`src/rtl/core/srrw_pkg.sv`:
```
// ----------------------------------------------------------------------------
// Selective-repeat receive window: shared package
// Types, widths and constants for the receive window front, back and top.
// ----------------------------------------------------------------------------
package srrw_pkg;

  // Default configuration of the window.
  localparam int unsigned WindowDef      = 8;
  localparam int unsigned PacketBytesDef = 256;
  localparam int unsigned BufferBytesDef = 1048576;

  // Fixed field widths.
  localparam int unsigned LenW      = 9;
  localparam int unsigned OffOutW   = 20;
  localparam int unsigned TotalW    = 21;
  localparam int unsigned AckW      = 8;
  localparam int unsigned CountW    = 4;
  localparam int unsigned SlotsMax  = 8;
  localparam int unsigned SlotIdxW  = 3;

  // Depth of the queue between front and back.
  localparam int unsigned QueueDepth = 2;
  localparam int unsigned QueuePtrW  = $clog2(QueueDepth);
  localparam int unsigned QueueCntW  = $clog2(QueueDepth + 1);

  // Acknowledgement byte sent once all data has arrived.
  localparam logic [AckW-1:0] AllDoneCode = 8'd50;

  typedef struct packed {
    logic [LenW-1:0] packet_length;
    logic            is_final;
    logic            damaged;
  } in_item_t;

  typedef struct packed {
    logic               write_valid;
    logic [OffOutW-1:0] write_offset;
    logic               ack_send;
    logic [AckW-1:0]    ack_byte;
    logic               finished;
    logic [TotalW-1:0]  received_bytes;
    logic               offset_overflow;
  } out_item_t;

  typedef enum logic [2:0] {
    StIdle = 3'b001,
    StFill = 3'b010,
    StCopy = 3'b100
  } back_state_e;

endpackage

```
`src/rtl/core/selective_repeat_receive_window_top.sv`:
```
// ----------------------------------------------------------------------------
// Selective-repeat receive window: top level
// Receiver side of a windowed selective-repeat scheme: buffer offsets for
// good packets, damage acknowledgements at each window end.
// ----------------------------------------------------------------------------
//  Channel  | Direction | Handshake                 | Payload
//  ---------+-----------+---------------------------+-------------------------
//  in       | input     | in_valid_i / in_stall_o   | in_item_i  (in_item_t)
//  out      | output    | out_valid_o / out_stall_i | out_item_o (out_item_t)
//
// A packet is registered in the front queue and then in the back's output
// register; ordinary packets flow at one per cycle while the back is idle and
// the output does not stall. At a window end the back writes the fresh offsets
// (up to WINDOW) in its fill state, sees that the fill is complete, and then
// loads the new offset table in its copy state. Reset is asynchronous, active
// low, and restores the initial window at once. A stalled output holds its
// result while the two-entry queue keeps taking packets until it is full.
// ----------------------------------------------------------------------------
module selective_repeat_receive_window_top import srrw_pkg::*; #(
  parameter int unsigned WINDOW       = WindowDef,
  parameter int unsigned PACKET_BYTES = PacketBytesDef,
  parameter int unsigned BUFFER_BYTES = BufferBytesDef
) (
  input  logic      clk_i,
  input  logic      rst_ni,
  input  logic      in_valid_i,
  output logic      in_stall_o,
  input  in_item_t  in_item_i,
  output logic      out_valid_o,
  input  logic      out_stall_i,
  output out_item_t out_item_o
);

  logic     cmd_valid;
  in_item_t cmd;
  logic     cmd_pop;

  srrw_front u_front (
    .clk_i       (clk_i),
    .rst_ni      (rst_ni),
    .in_valid_i  (in_valid_i),
    .in_stall_o  (in_stall_o),
    .in_item_i   (in_item_i),
    .cmd_valid_o (cmd_valid),
    .cmd_o       (cmd),
    .cmd_pop_i   (cmd_pop)
  );

  srrw_back #(
    .WINDOW       (WINDOW),
    .PACKET_BYTES (PACKET_BYTES),
    .BUFFER_BYTES (BUFFER_BYTES)
  ) u_back (
    .clk_i       (clk_i),
    .rst_ni      (rst_ni),
    .cmd_valid_i (cmd_valid),
    .cmd_i       (cmd),
    .cmd_pop_o   (cmd_pop),
    .out_valid_o (out_valid_o),
    .out_stall_i (out_stall_i),
    .out_item_o  (out_item_o)
  );

endmodule

```
`src/rtl/core/srrw_front.sv`:
```
// ----------------------------------------------------------------------------
// Selective-repeat receive window: front
// Accepts packet descriptors and holds them in a short queue for the back.
// ----------------------------------------------------------------------------
module srrw_front import srrw_pkg::*; (
  input  logic     clk_i,
  input  logic     rst_ni,
  input  logic     in_valid_i,
  output logic     in_stall_o,
  input  in_item_t in_item_i,
  output logic     cmd_valid_o,
  output in_item_t cmd_o,
  input  logic     cmd_pop_i
);

  in_item_t               mem_q [QueueDepth];
  logic [QueuePtrW-1:0]   wr_ptr_q, wr_ptr_d;
  logic [QueuePtrW-1:0]   rd_ptr_q, rd_ptr_d;
  logic [QueueCntW-1:0]   count_q, count_d;
  logic                   push;
  logic                   pop;

  assign in_stall_o  = (count_q == QueueCntW'(QueueDepth));
  assign push        = in_valid_i && !in_stall_o;
  assign cmd_valid_o = (count_q != '0);
  assign pop         = cmd_pop_i && cmd_valid_o;
  assign cmd_o       = mem_q[rd_ptr_q];

  always_comb begin
    wr_ptr_d = wr_ptr_q;
    rd_ptr_d = rd_ptr_q;
    count_d  = count_q;
    if (push) begin
      wr_ptr_d = (wr_ptr_q == QueuePtrW'(QueueDepth - 1)) ? '0 : wr_ptr_q + 1'b1;
    end
    if (pop) begin
      rd_ptr_d = (rd_ptr_q == QueuePtrW'(QueueDepth - 1)) ? '0 : rd_ptr_q + 1'b1;
    end
    if (push && !pop) begin
      count_d = count_q + 1'b1;
    end else if (pop && !push) begin
      count_d = count_q - 1'b1;
    end
  end

  always_ff @(posedge clk_i or negedge rst_ni) begin
    if (!rst_ni) begin
      wr_ptr_q <= '0;
      rd_ptr_q <= '0;
      count_q  <= '0;
    end else begin
      wr_ptr_q <= wr_ptr_d;
      rd_ptr_q <= rd_ptr_d;
      count_q  <= count_d;
    end
  end

  always_ff @(posedge clk_i) begin
    if (push) begin
      mem_q[wr_ptr_q] <= in_item_i;
    end
  end

endmodule

```
`src/rtl/core/srrw_back.sv`:
```
// ----------------------------------------------------------------------------
// Selective-repeat receive window: back
// Processes one packet per step, keeps the window state and rebuilds the
// offset table at the end of each window, one fresh offset per cycle.
// ----------------------------------------------------------------------------
module srrw_back import srrw_pkg::*; #(
  parameter int unsigned WINDOW       = WindowDef,
  parameter int unsigned PACKET_BYTES = PacketBytesDef,
  parameter int unsigned BUFFER_BYTES = BufferBytesDef
) (
  input  logic      clk_i,
  input  logic      rst_ni,
  input  logic      cmd_valid_i,
  input  in_item_t  cmd_i,
  output logic      cmd_pop_o,
  output logic      out_valid_o,
  input  logic      out_stall_i,
  output out_item_t out_item_o
);

  // Offsets must also hold the initial table, which may pass the buffer end.
  localparam int unsigned OffMax = (BUFFER_BYTES > (SlotsMax - 1) * PACKET_BYTES) ?
                                   BUFFER_BYTES : (SlotsMax - 1) * PACKET_BYTES;
  localparam int unsigned OffW   = $clog2(OffMax + 1);
  localparam int unsigned SumW   = OffW + 1;

  back_state_e         state_q, state_d;
  logic [OffW-1:0]     win_off_q [SlotsMax];
  logic [OffW-1:0]     win_off_d [SlotsMax];
  logic [OffW-1:0]     nxt_off_q [SlotsMax];
  logic                nxt_we;
  logic [SlotIdxW-1:0] nxt_waddr;
  logic [OffW-1:0]     nxt_wdata;
  logic [CountW-1:0]   next_fill_q, next_fill_d;
  logic [CountW-1:0]   slot_q, slot_d;
  logic [CountW-1:0]   limit_q, limit_d;
  logic [CountW-1:0]   dmg_cnt_q, dmg_cnt_d;
  logic [AckW-1:0]     ack_mask_q, ack_mask_d;
  logic                final_seen_q, final_seen_d;
  logic                done_q, done_d;
  logic [TotalW-1:0]   total_q, total_d;
  logic [OffW-1:0]     fill_acc_q, fill_acc_d;
  logic                out_valid_q, out_valid_d;
  out_item_t           out_q, out_d;

  logic                step;
  logic [OffW-1:0]     off;
  logic [SumW-1:0]     end_sum;
  logic                ovf;
  logic                wr;
  logic [CountW-1:0]   limit_a;
  logic [AckW-1:0]     mask_a;
  logic [CountW-1:0]   fill_a;
  logic [CountW-1:0]   dmg_a;
  logic                final_a;
  logic [TotalW-1:0]   total_a;
  logic [CountW-1:0]   slot_inc;

  function automatic logic [CountW-1:0] sat_inc(input logic [CountW-1:0] v);
    sat_inc = (v == '1) ? v : v + 1'b1;
  endfunction

  // Next fresh offset, held at the buffer end once it gets there.
  function automatic logic [OffW-1:0] fresh_next(input logic [OffW-1:0] v);
    logic [SumW-1:0] s;
    s = SumW'(v) + SumW'(PACKET_BYTES);
    fresh_next = (s > SumW'(BUFFER_BYTES)) ? OffW'(BUFFER_BYTES) : OffW'(s);
  endfunction

  // A step needs a free output register, or one that is emptied this cycle.
  assign step        = (state_q == StIdle) && cmd_valid_i && (!out_valid_q || !out_stall_i);
  assign cmd_pop_o   = step;
  assign out_valid_o = out_valid_q;
  assign out_item_o  = out_q;

  assign off      = win_off_q[slot_q[SlotIdxW-1:0]];
  assign end_sum  = SumW'(off) + SumW'(cmd_i.packet_length);
  assign ovf      = end_sum > SumW'(BUFFER_BYTES);
  assign wr       = !cmd_i.damaged && !ovf;
  assign slot_inc = slot_q + 1'b1;
  assign limit_a  = cmd_i.is_final ? slot_inc : limit_q;
  assign fill_a   = cmd_i.damaged ? sat_inc(next_fill_q) : next_fill_q;
  assign dmg_a    = cmd_i.damaged ? sat_inc(dmg_cnt_q) : dmg_cnt_q;
  assign final_a  = final_seen_q || (wr && cmd_i.is_final);
  assign total_a  = (wr && cmd_i.is_final) ? TotalW'(end_sum) : total_q;

  always_comb begin
    mask_a = ack_mask_q;
    // Slots past the window set no bit; the first slot sits in bit WINDOW-1.
    if (cmd_i.damaged && (32'(slot_q) < WINDOW)) begin
      mask_a = ack_mask_q |
               (AckW'(1) << (SlotIdxW'(WINDOW - 1) - slot_q[SlotIdxW-1:0]));
    end
  end

  always_comb begin
    state_d      = state_q;
    win_off_d    = win_off_q;
    next_fill_d  = next_fill_q;
    slot_d       = slot_q;
    limit_d      = limit_q;
    dmg_cnt_d    = dmg_cnt_q;
    ack_mask_d   = ack_mask_q;
    final_seen_d = final_seen_q;
    done_d       = done_q;
    total_d      = total_q;
    fill_acc_d   = fill_acc_q;
    nxt_we       = 1'b0;
    nxt_waddr    = next_fill_q[SlotIdxW-1:0];
    nxt_wdata    = off;
    out_valid_d  = out_valid_q && out_stall_i;
    out_d        = out_q;

    case (state_q)
      StIdle: begin
        if (step) begin
          out_valid_d = 1'b1;
          out_d       = '0;
          if (done_q) begin
            out_d.finished       = 1'b1;
            out_d.received_bytes = total_q;
          end else begin
            out_d.write_valid     = wr;
            out_d.write_offset    = OffOutW'(off);
            out_d.offset_overflow = ovf;
            nxt_we       = cmd_i.damaged && (32'(next_fill_q) < WINDOW);
            limit_d      = limit_a;
            ack_mask_d   = mask_a;
            next_fill_d  = fill_a;
            dmg_cnt_d    = dmg_a;
            final_seen_d = final_a;
            total_d      = total_a;
            if (final_a && (mask_a == '0)) begin
              done_d          = 1'b1;
              out_d.ack_send  = 1'b1;
              out_d.ack_byte  = AllDoneCode;
              out_d.finished  = 1'b1;
            end else begin
              slot_d = slot_inc;
              if (slot_inc == limit_a) begin
                // End of window: send the mask and start rebuilding the table.
                out_d.ack_send = 1'b1;
                out_d.ack_byte = mask_a;
                ack_mask_d     = '0;
                slot_d         = '0;
                dmg_cnt_d      = '0;
                if (final_a) begin
                  limit_d = dmg_a;
                end
                fill_acc_d = fresh_next(off);
                state_d    = StFill;
              end
            end
            out_d.received_bytes = total_a;
          end
        end
      end
      StFill: begin
        // Fresh offsets follow the retransmissions until the window is full or a final packet was seen.
        if ((32'(next_fill_q) < WINDOW) && !final_seen_q) begin
          nxt_we      = 1'b1;
          nxt_wdata   = fill_acc_q;
          next_fill_d = next_fill_q + 1'b1;
          fill_acc_d  = fresh_next(fill_acc_q);
        end else begin
          state_d = StCopy;
        end
      end
      StCopy: begin
        for (int k = 0; k < SlotsMax; k++) begin
          if (k < WINDOW) begin
            win_off_d[k] = nxt_off_q[k];
          end
        end
        next_fill_d = '0;
        state_d     = StIdle;
      end
      default: begin
        state_d = StIdle;
      end
    endcase
  end

  always_ff @(posedge clk_i or negedge rst_ni) begin
    if (!rst_ni) begin
      state_q      <= StIdle;
      for (int i = 0; i < SlotsMax; i++) begin
        win_off_q[i] <= OffW'(i * PACKET_BYTES);
      end
      next_fill_q  <= '0;
      slot_q       <= '0;
      limit_q      <= CountW'(WINDOW);
      dmg_cnt_q    <= '0;
      ack_mask_q   <= '0;
      final_seen_q <= 1'b0;
      done_q       <= 1'b0;
      total_q      <= '0;
      out_valid_q  <= 1'b0;
    end else begin
      state_q      <= state_d;
      win_off_q    <= win_off_d;
      next_fill_q  <= next_fill_d;
      slot_q       <= slot_d;
      limit_q      <= limit_d;
      dmg_cnt_q    <= dmg_cnt_d;
      ack_mask_q   <= ack_mask_d;
      final_seen_q <= final_seen_d;
      done_q       <= done_d;
      total_q      <= total_d;
      out_valid_q  <= out_valid_d;
    end
  end

  always_ff @(posedge clk_i) begin
    fill_acc_q <= fill_acc_d;
    out_q      <= out_d;
    if (nxt_we) begin
      nxt_off_q[nxt_waddr] <= nxt_wdata;
    end
  end

endmodule

```
`config.mk`:
```
export PLATFORM = sky130hd
export DESIGN_NAME = selective_repeat_receive_window_top
export DESIGN_NICKNAME = d
export VERILOG_FILES = /design/src/rtl/core/srrw_pkg.sv /design/src/rtl/core/selective_repeat_receive_window_top.sv /design/src/rtl/core/srrw_front.sv /design/src/rtl/core/srrw_back.sv
export SDC_FILE = /design/constraint.sdc
export NUM_CORES = 1
export LEC_CHECK = 0
export ABC_CLOCK_PERIOD_IN_PS = 10350
export BUFFER_PORTS_ARGS = -buffer_cell sky130_fd_sc_hd__buf_2
export CAP_MARGIN = 5
export CELL_PAD_IN_SITES_DETAIL_PLACEMENT = 2
export CELL_PAD_IN_SITES_GLOBAL_PLACEMENT = 2
export CORE_UTILIZATION = 46
export CTS_BUF_LIST = sky130_fd_sc_hd__clkbuf_8 sky130_fd_sc_hd__clkbuf_16
export CTS_CLUSTER_SIZE = 14
export DETAILED_ROUTE_END_ITERATION = 7
export PLACE_DENSITY = 0.9
export SYNTH_ARGS = -nofsm -noshare
export SYNTH_HDL_FRONTEND = slang
export SYNTH_SLANG_ARGS = --single-unit
```
`constraint.sdc`:
```
create_clock -name clk_i -period 10.35 [get_ports clk_i]
set_clock_uncertainty 0.05 [all_clocks]
set_input_delay 0.5175 -clock clk_i [delete_from_list [all_inputs] [get_ports clk_i]]
set_output_delay 0.5175 -clock clk_i [all_outputs]
set_load 0.02 [all_outputs]
```
==> results of run 1 <==
[cells by family (layout without fill, tap and decap cells)]
kind of cell,Yosys count,after routing
buffers and inverters,91,231
AOI/OAI and AO/OA,137,137
xor gates and xnor gates,52,52
muxes,285,285
and+or+nand+nor,260,260
DFF,487,487
adders and majority gates,23,23
other,0,1
[critical path, stage by stage (launching register included)]
cell and delay, ns:
dfrtp_2 0.41, buf_4 0.65, mux4_2 0.64, mux2i_1 0.59, inv_1 0.19, ha_1 0.45, nand2_1 0.12, a211oi_1 0.51
nor2_1 0.16, xnor2_1 0.22, or4_1 0.58, or4_1 0.51, o31a_1 0.40, o21bai_2 0.35, and2_1 0.58, o21ai_1 0.30
buf_4 0.28
[path summary, 6_finish.rpt]
path,depth (start not counted),end,startpoint
max,16,u_back.fill_acc_q[12]$_DFFE_PP_,u_back.slot_q[0]$_DFFE_PN0P_
min,1,u_front.count_q[0]$_DFFE_PN0P_,rst_ni
max reg2reg,16,u_back.fill_acc_q[12]$_DFFE_PP_,u_back.slot_q[0]$_DFFE_PN0P_
min reg2reg,1,u_back.win_off_q[113]$_DFFE_PN0N_,u_back.nxt_off_q[2][8]$_DFFE_PP_
max in group asynchronous,3,u_back.win_off_q[66]$_DFFE_PN0N_,rst_ni
min in group clk_i,1,u_front.mem_q[0][6]$_DFFE_PP_,in_item_i[6]
[sequential cells by signal, indices dropped and copies added, names as in the netlist]
signal               cells
u_front.rd_ptr_q         1
u_back.done_q            1
u_back.final_seen_q      1
u_back.win_off_q       168
u_back.next_fill_q       4
u_back.dmg_cnt_q         4
u_back.slot_q            4
u_back.out_valid_o       1
u_back.state_q           3
u_front.count_q          2
u_back.ack_mask_q        8
u_back.nxt_off_q       168
u_back.out_item_o       53
u_front.mem_q           22
u_back.total_q          21
u_back.limit_q           4
u_back.fill_acc_q       21
u_front.wr_ptr_q         1
[area by class of cell]
class,count,area share (%)
clock buffer,58,5.975
antenna,1,0.01063
sequential,487,57.47
tap,592,3.147
clock inverter,40,1.749
timing repair buffer,101,2.584
multi-input combinational,757,28.55
inverter,32,0.5103
[power breakdown]
part	leakage [nW]	switching, mW	internal, mW
Clock	0.923	0.855	1.16
Combinational	2.86	1.77	0.769
Sequential	4.59	0.283	2.60
[cell usage after synthesis, types with 8 or more instances]
| master | n | area (sq um) |
|---|---|---|
| mux2_2 | 178 | 2004 |
| edfxtp_1 | 264 | 7928 |
| xor2_1 | 23 | 201.4 |
| o22ai_1 | 17 | 106.4 |
| nand4_1 | 12 | 75.07 |
| a21oi_1 | 58 | 290.3 |
| xnor2_1 | 29 | 254.0 |
| nand3_1 | 15 | 75.07 |
| mux2_4 | 37 | 555.5 |
| ha_1 | 22 | 275.3 |
| nand2b_1 | 8 | 50.05 |
| nor3_1 | 14 | 70.07 |
| dfstp_2 | 14 | 367.9 |
| buf_2 | 8 | 40.04 |
| nand2_1 | 34 | 127.6 |
| mux2i_1 | 23 | 230.2 |
| inv_1 | 29 | 108.9 |
| mux4_2 | 42 | 945.9 |
| nor4_1 | 10 | 62.56 |
| dfrtp_1 | 209 | 5230 |
| nor2_1 | 118 | 442.9 |
| clkbuf_1 | 40 | 150.1 |
| o21ai_0 | 12 | 60.06 |
[per-stage QoR]
stage | worst slack [ns] | cell area [sq um] | hold WS [ns] | cells
final | 3.058 | 23540 | -0.04245 | 2068
after CTS | 3.005 | 23520 | 0.004945 | 2065
after detailed placement | 3.395 | 21700 | 0.4157 | 1967
after global routing | 2.951 | 23540 | 0.03475 | 2068
after floorplan | 3.737 | 20600 | 0.1719 | 1335
after global placement | 3.847 | 21700 | 0.4053 | 1967
[per-layer routing]
layer	routed length (microns)	vias to the layer above	GRT usage [%]
li1	-	5174	-
met1	26970	7017	38.25
met2	36810	639	56.39
met3	4002	236	5.155
met4	3491	0	16.16
met5	0	-	0
==> flow_summary.yaml, run 1 <==
run_status:
  status: "complete, but fails checks"
  violations: "hold timing"
grt:
  grt_usage_pct: 32.12
  grt_pass1_vias: 14660
  grt_pass1_wl_microns: 104700
  grt_remaining_overflow: 0
  antenna_found_initial: 1
  grt_max_degree: 172
cells_and_area:
  final_util_pct: 53.22
  layout_commonest_cell: "edfxtp_1"
  syn2layout_area_growth_pct: 14.25
  final-seq-area_sq_um: 13530
  multi_input_area_sq_um: 6720
  drive_above_1_share_pct: 33.22
  final_cell_mix: "264 x edfxtp_1, 208 x dfrtp_1, 178 x mux2_2, 112 x nor2_1, 68 x buf_2"
  nets: 1469
  nFillCells: 3861
setup_path:
  crit_path_start_kind: "flip-flop"
  reg2reg_slack_ns: 3.06
  worstSetupPathType: "reg -> reg"
  critPathCaptureType: "flip-flop"
  worst-path-max-fanout: 34
  worstPathArrival_ns: 7.60
  worstPathRequired_ns: 10.66
logic_synthesis:
  synth-simple-area-share_pct: 6.128
  avgSynthCellArea_sq_um: 15.43
  netlist_area_sq_um: 20600
  synth_top_family_by_area: "multiplexers"
  ys.flop_type: "edfxtp_1"
  synth_cell_types: 69
  syn_inst: 1335
  async_reset_ff_share_pct: 45.79
  synth_compound_area_share_pct: 4.185
  synthAdderAreaFrac_pct: 1.433
  synth_xor_xnor_area_share_pct: 2.211
  synthesis.nets: 1373
  synth_warnings: 0
  yosysSeqAreaShare_pct: 65.65
  ys_ff_latch: 487
  synth.area.mux_share_pct: 18.45
  synth-edff-count: 264
die:
  coreArea_sq_um: 44220
  die_w_microns: 213.6
  start_util_pct: 46.59
  floorplan.rows: 77
  top_level_ports: 70
  die_h_microns: 213.6
  dieArea_sq_um: 45640
clock_network:
  h-tree-depth: 2
  cts_tree: "done"
  clock_path_buffers: 3
  cts_hold_repair.buffers: 0
  cts_resized: 0
  clock_latency_ns: 0.62
  cts_inserted_buffers: 52
  cts.sinks: 487
  postCtsSetupRepairBufs: 0
  clkSlewWorstSetupHoldPaths_ns: 0.07
  root_buffer: "clkbuf_16"
placed_design:
  io_buffers: 69
  dp_hpwl_microns: 38840
  gp_congestion: 0.8733
sta:
  tns_ns: 0
  report.final.hold_viol_count: 22
  fmax_ghz: 0.1371
  timing.final.crit_share_pct: 70.45
  fin_crit_ns: 7.292
  grt_setup_unrepaired: "false"
  slew_violations: 0
  tightest_slew_ns: 1.327
  setup_viol: 0
  holdWs_ns: -0.04245
  slew-limit-headroom_pct: 9.016
worst_hold_path:
  min_path_type: "in -> async"
drt:
  drt_iter0_drc: 1231
  finalWirelength_microns: 71260
  routedWlPerCell_microns: 34.46
  antenna_left: 0
  route.detailed.drc: 0
  num_vias: 13070
  via_per_inst: 6.318
  firstDrtPassIters: 8
power_and_ir_drop:
  p_total_mw: 7.438
  powerDensity_nw_per_um2: 316.0
  ir_worst_vdd_uv: 215.2
  p_leak_nw: 8.371
job:
  cap_violations: 0
(Power assumes the default switching activity.)
==> run 2: changes to the inputs <==
- ABC_CLOCK_PERIOD_IN_PS: 10350 -> 7400
- clock period: 10.35 -> 7.4 ns (I/O delays scaled with it)
==> run 2 against run 1 <==
Net effect:
- the flow now finishes without violations
- die area stayed put
- global-route usage grew 4.9 points
- routed wire length is 15% higher
- register-to-register slack worse by 2.8 ns
- setup slack lost 2.8 ns
- design area is essentially flat
- maximum frequency is 1.5% higher
- sequential share of layout area hardly changed
- non-clock buffer count is 17 higher
- utilization about the same
- via count rose by 6.0%
- critical path type unchanged
- critical endpoint is now u_back.fill_acc_q[10]$_DFFE_PP_
==> flow_summary.yaml, run 2 (same netlist as run 1, synthesis figures left out) <==
power_and_ir_drop:
  pwr-share-seq_pct: 38.6
  ir_worst_vdd_uv: 238.3
  combPwrFrac_pct: 35.9
  powerDensity_nw_per_um2: 452.6
  clkPwrFrac_pct: 25.5
  p_switching_mw: 4.427
  p_leak_nw: 8.396
  p_int_mw: 6.233
  p_sw_share_pct: 41.53
grt:
  antenna_found_initial: 2
  grt_usage_pct: 36.98
  grt_pass1_vias: 15370
  grt_pass1_wl_microns: 117700
  grt_max_degree: 172
  grt_remaining_overflow: 0
setup_path:
  worst-path-max-fanout: 20
  reg2reg_depth: 16
  rr_endpoint: "u_back.fill_acc_q[10]$_DFFE_PP_"
  crit_path_start_kind: "flip-flop"
  rr_startpoint: "u_back.slot_q[0]$_DFFE_PN0P_"
  worstPathRequired_ns: 7.71
  worstSetupPathType: "reg -> reg"
  worstPathArrival_ns: 7.50
  reg2reg_slack_ns: 0.21
  critPathCaptureType: "flip-flop"
placed_design:
  io_buffers: 69
  gp_congestion: 0.8981
  dp_hpwl_microns: 39400
worst_hold_path:
  min_path_type: "in -> reg"
  min_from: "in_valid_i"
  min_to: "u_front.wr_ptr_q$_DFFE_PN0P_"
  hold_depth: 3
drt:
  num_vias: 13850
  drt_iter0_drc: 1329
  antenna_left: 0
  via_per_inst: 6.660
  routedWlPerCell_microns: 39.43
  firstDrtPassIters: 6
  route.detailed.drc: 0
  finalWirelength_microns: 82000
clock_network:
  cts_tree: "done"
  cts.sinks: 487
  cts_inserted_buffers: 49
  h-tree-depth: 2
  clock_path_buffers: 3
  postCtsSetupRepairBufs: 0
  root_buffer: "clkbuf_16"
  cts_resized: 0
  cts_hold_repair.buffers: 13
  clkSlewWorstSetupHoldPaths_ns: 0.07
  clock_latency_ns: 0.62
cells_and_area:
  nets: 1483
  final_util_pct: 53.26
  final_cell_mix: "264 x edfxtp_1, 208 x dfrtp_1, 178 x mux2_2, 112 x nor2_1, 68 x buf_2"
  drive_above_1_share_pct: 32.50
  syn2layout_area_growth_pct: 14.32
  layout_commonest_cell: "edfxtp_1"
die:
  die_w_microns: 213.6
  coreArea_sq_um: 44220
  dieArea_sq_um: 45640
  die_h_microns: 213.6
  floorplan.rows: 77
  start_util_pct: 46.59
  top_level_ports: 70
sta:
  grt_setup_unrepaired: "false"
  setup_viol: 0
  fmax_ghz: 0.1392
  tns_ns: 0
  timing.final.crit_share_pct: 97.11
  report.final.hold_viol_count: 0
  tightest_slew_ns: 1.308
  fin_crit_ns: 7.186
  slew_violations: 0
  slew-limit-headroom_pct: 12.50
job:
  cap_violations: 0
run_status:
  status: "finished, final reports clean"
run 2: cell count changes in the layout (fill, tap and decap cells not counted), sizes merged, moves of 2 or more:
cell,delta
dlygate4sd3,+13
clkinv,-10
inv,+6
buf,+4
bufinv,-2
run 2: layout make-up:
class                   count  area, sq um
fillers                  3910        20670
flip-flops and latches    487        13530
multi-input cells         757         6720
clock buffers              59         1364
repair buffers            118        768.2
well taps                 592        740.7
clock inverters            33        306.5
inverters                  32        120.1
diodes                      2        5.005
run 2: per-layer routing:
metal  GRT usage, %  up-vias  share of wire [%]
li1               -     5191                  -
met1          42.34     7302                 36
met5              0        -                  0
met4          24.24        0                7.1
met2          62.23      981                 49
met3          8.656      379                7.7
run 2: worst max path at each step:
stage / startpoint / endpoint / slack (ns) / cells past startpoint
floorplan: u_back.state_q[0]$_DFFE_PN1P_ / u_back.nxt_off_q[0][0]$_DFFE_PP_ / 0.79 / 8
global placement: u_back.slot_q[0]$_DFFE_PN0P_ / u_back.out_item_o[16]$_DFFE_PP_ / 1.36 / 15
detailed placement: u_back.slot_q[0]$_DFFE_PN0P_ / u_back.out_item_o[6]$_DFFE_PP_ / 0.91 / 15
CTS: u_back.slot_q[0]$_DFFE_PN0P_ / u_back.fill_acc_q[12]$_DFFE_PP_ / 0.69 / 16
global route: u_back.slot_q[0]$_DFFE_PN0P_ / u_back.fill_acc_q[10]$_DFFE_PP_ / 0.06 / 16
finish: u_back.slot_q[0]$_DFFE_PN0P_ / u_back.fill_acc_q[10]$_DFFE_PP_ / 0.21 / 16
run 2: stage by stage:
| stage | power, mW | setup WS (ns) | std cells | cell area [sq um] | hold slack, ns |
|---|---|---|---|---|---|
| floorplan | 5.945 | 0.7873 | 1335 | 20600 | 0.02441 |
| global placement | 6.878 | 1.365 | 1973 | 21740 | 0.3679 |
| detailed placement | 7.259 | 0.9121 | 1973 | 21740 | 0.3798 |
| CTS | 10.15 | 0.6927 | 2078 | 23540 | 0.09769 |
| global route | 10.81 | 0.06313 | 2078 | 23550 | 0.1231 |
| finish | 10.66 | 0.2137 | 2080 | 23550 | 0.1180 |
run 2: critical path: stages (launching register included):
cell and delay (ns):
dfrtp_2 0.83, buf_4 0.54, mux4_2 0.61, mux2i_1 0.45
inv_1 0.12, ha_1 0.45, nor3_1 0.38, o21bai_1 0.17
o21ai_1 0.42, xor2_1 0.19, nor4_1 0.45, o22ai_1 0.26
o31a_1 0.42, o21bai_2 0.46, and2_1 0.68, o21ai_1 0.17
buf_4 0.25
run 2: power by group through the flow:
stage	clock, mW	sequential (mW)	combinational, mW
2_1_floorplan	0	4.03	1.91
3_3_place_gp	0	3.97	2.91
3_5_place_dp	0	4.05	3.21
4_1_cts	2.66	4.05	3.44
5_1_grt	2.79	4.14	3.88
6_report	2.72	4.12	3.82
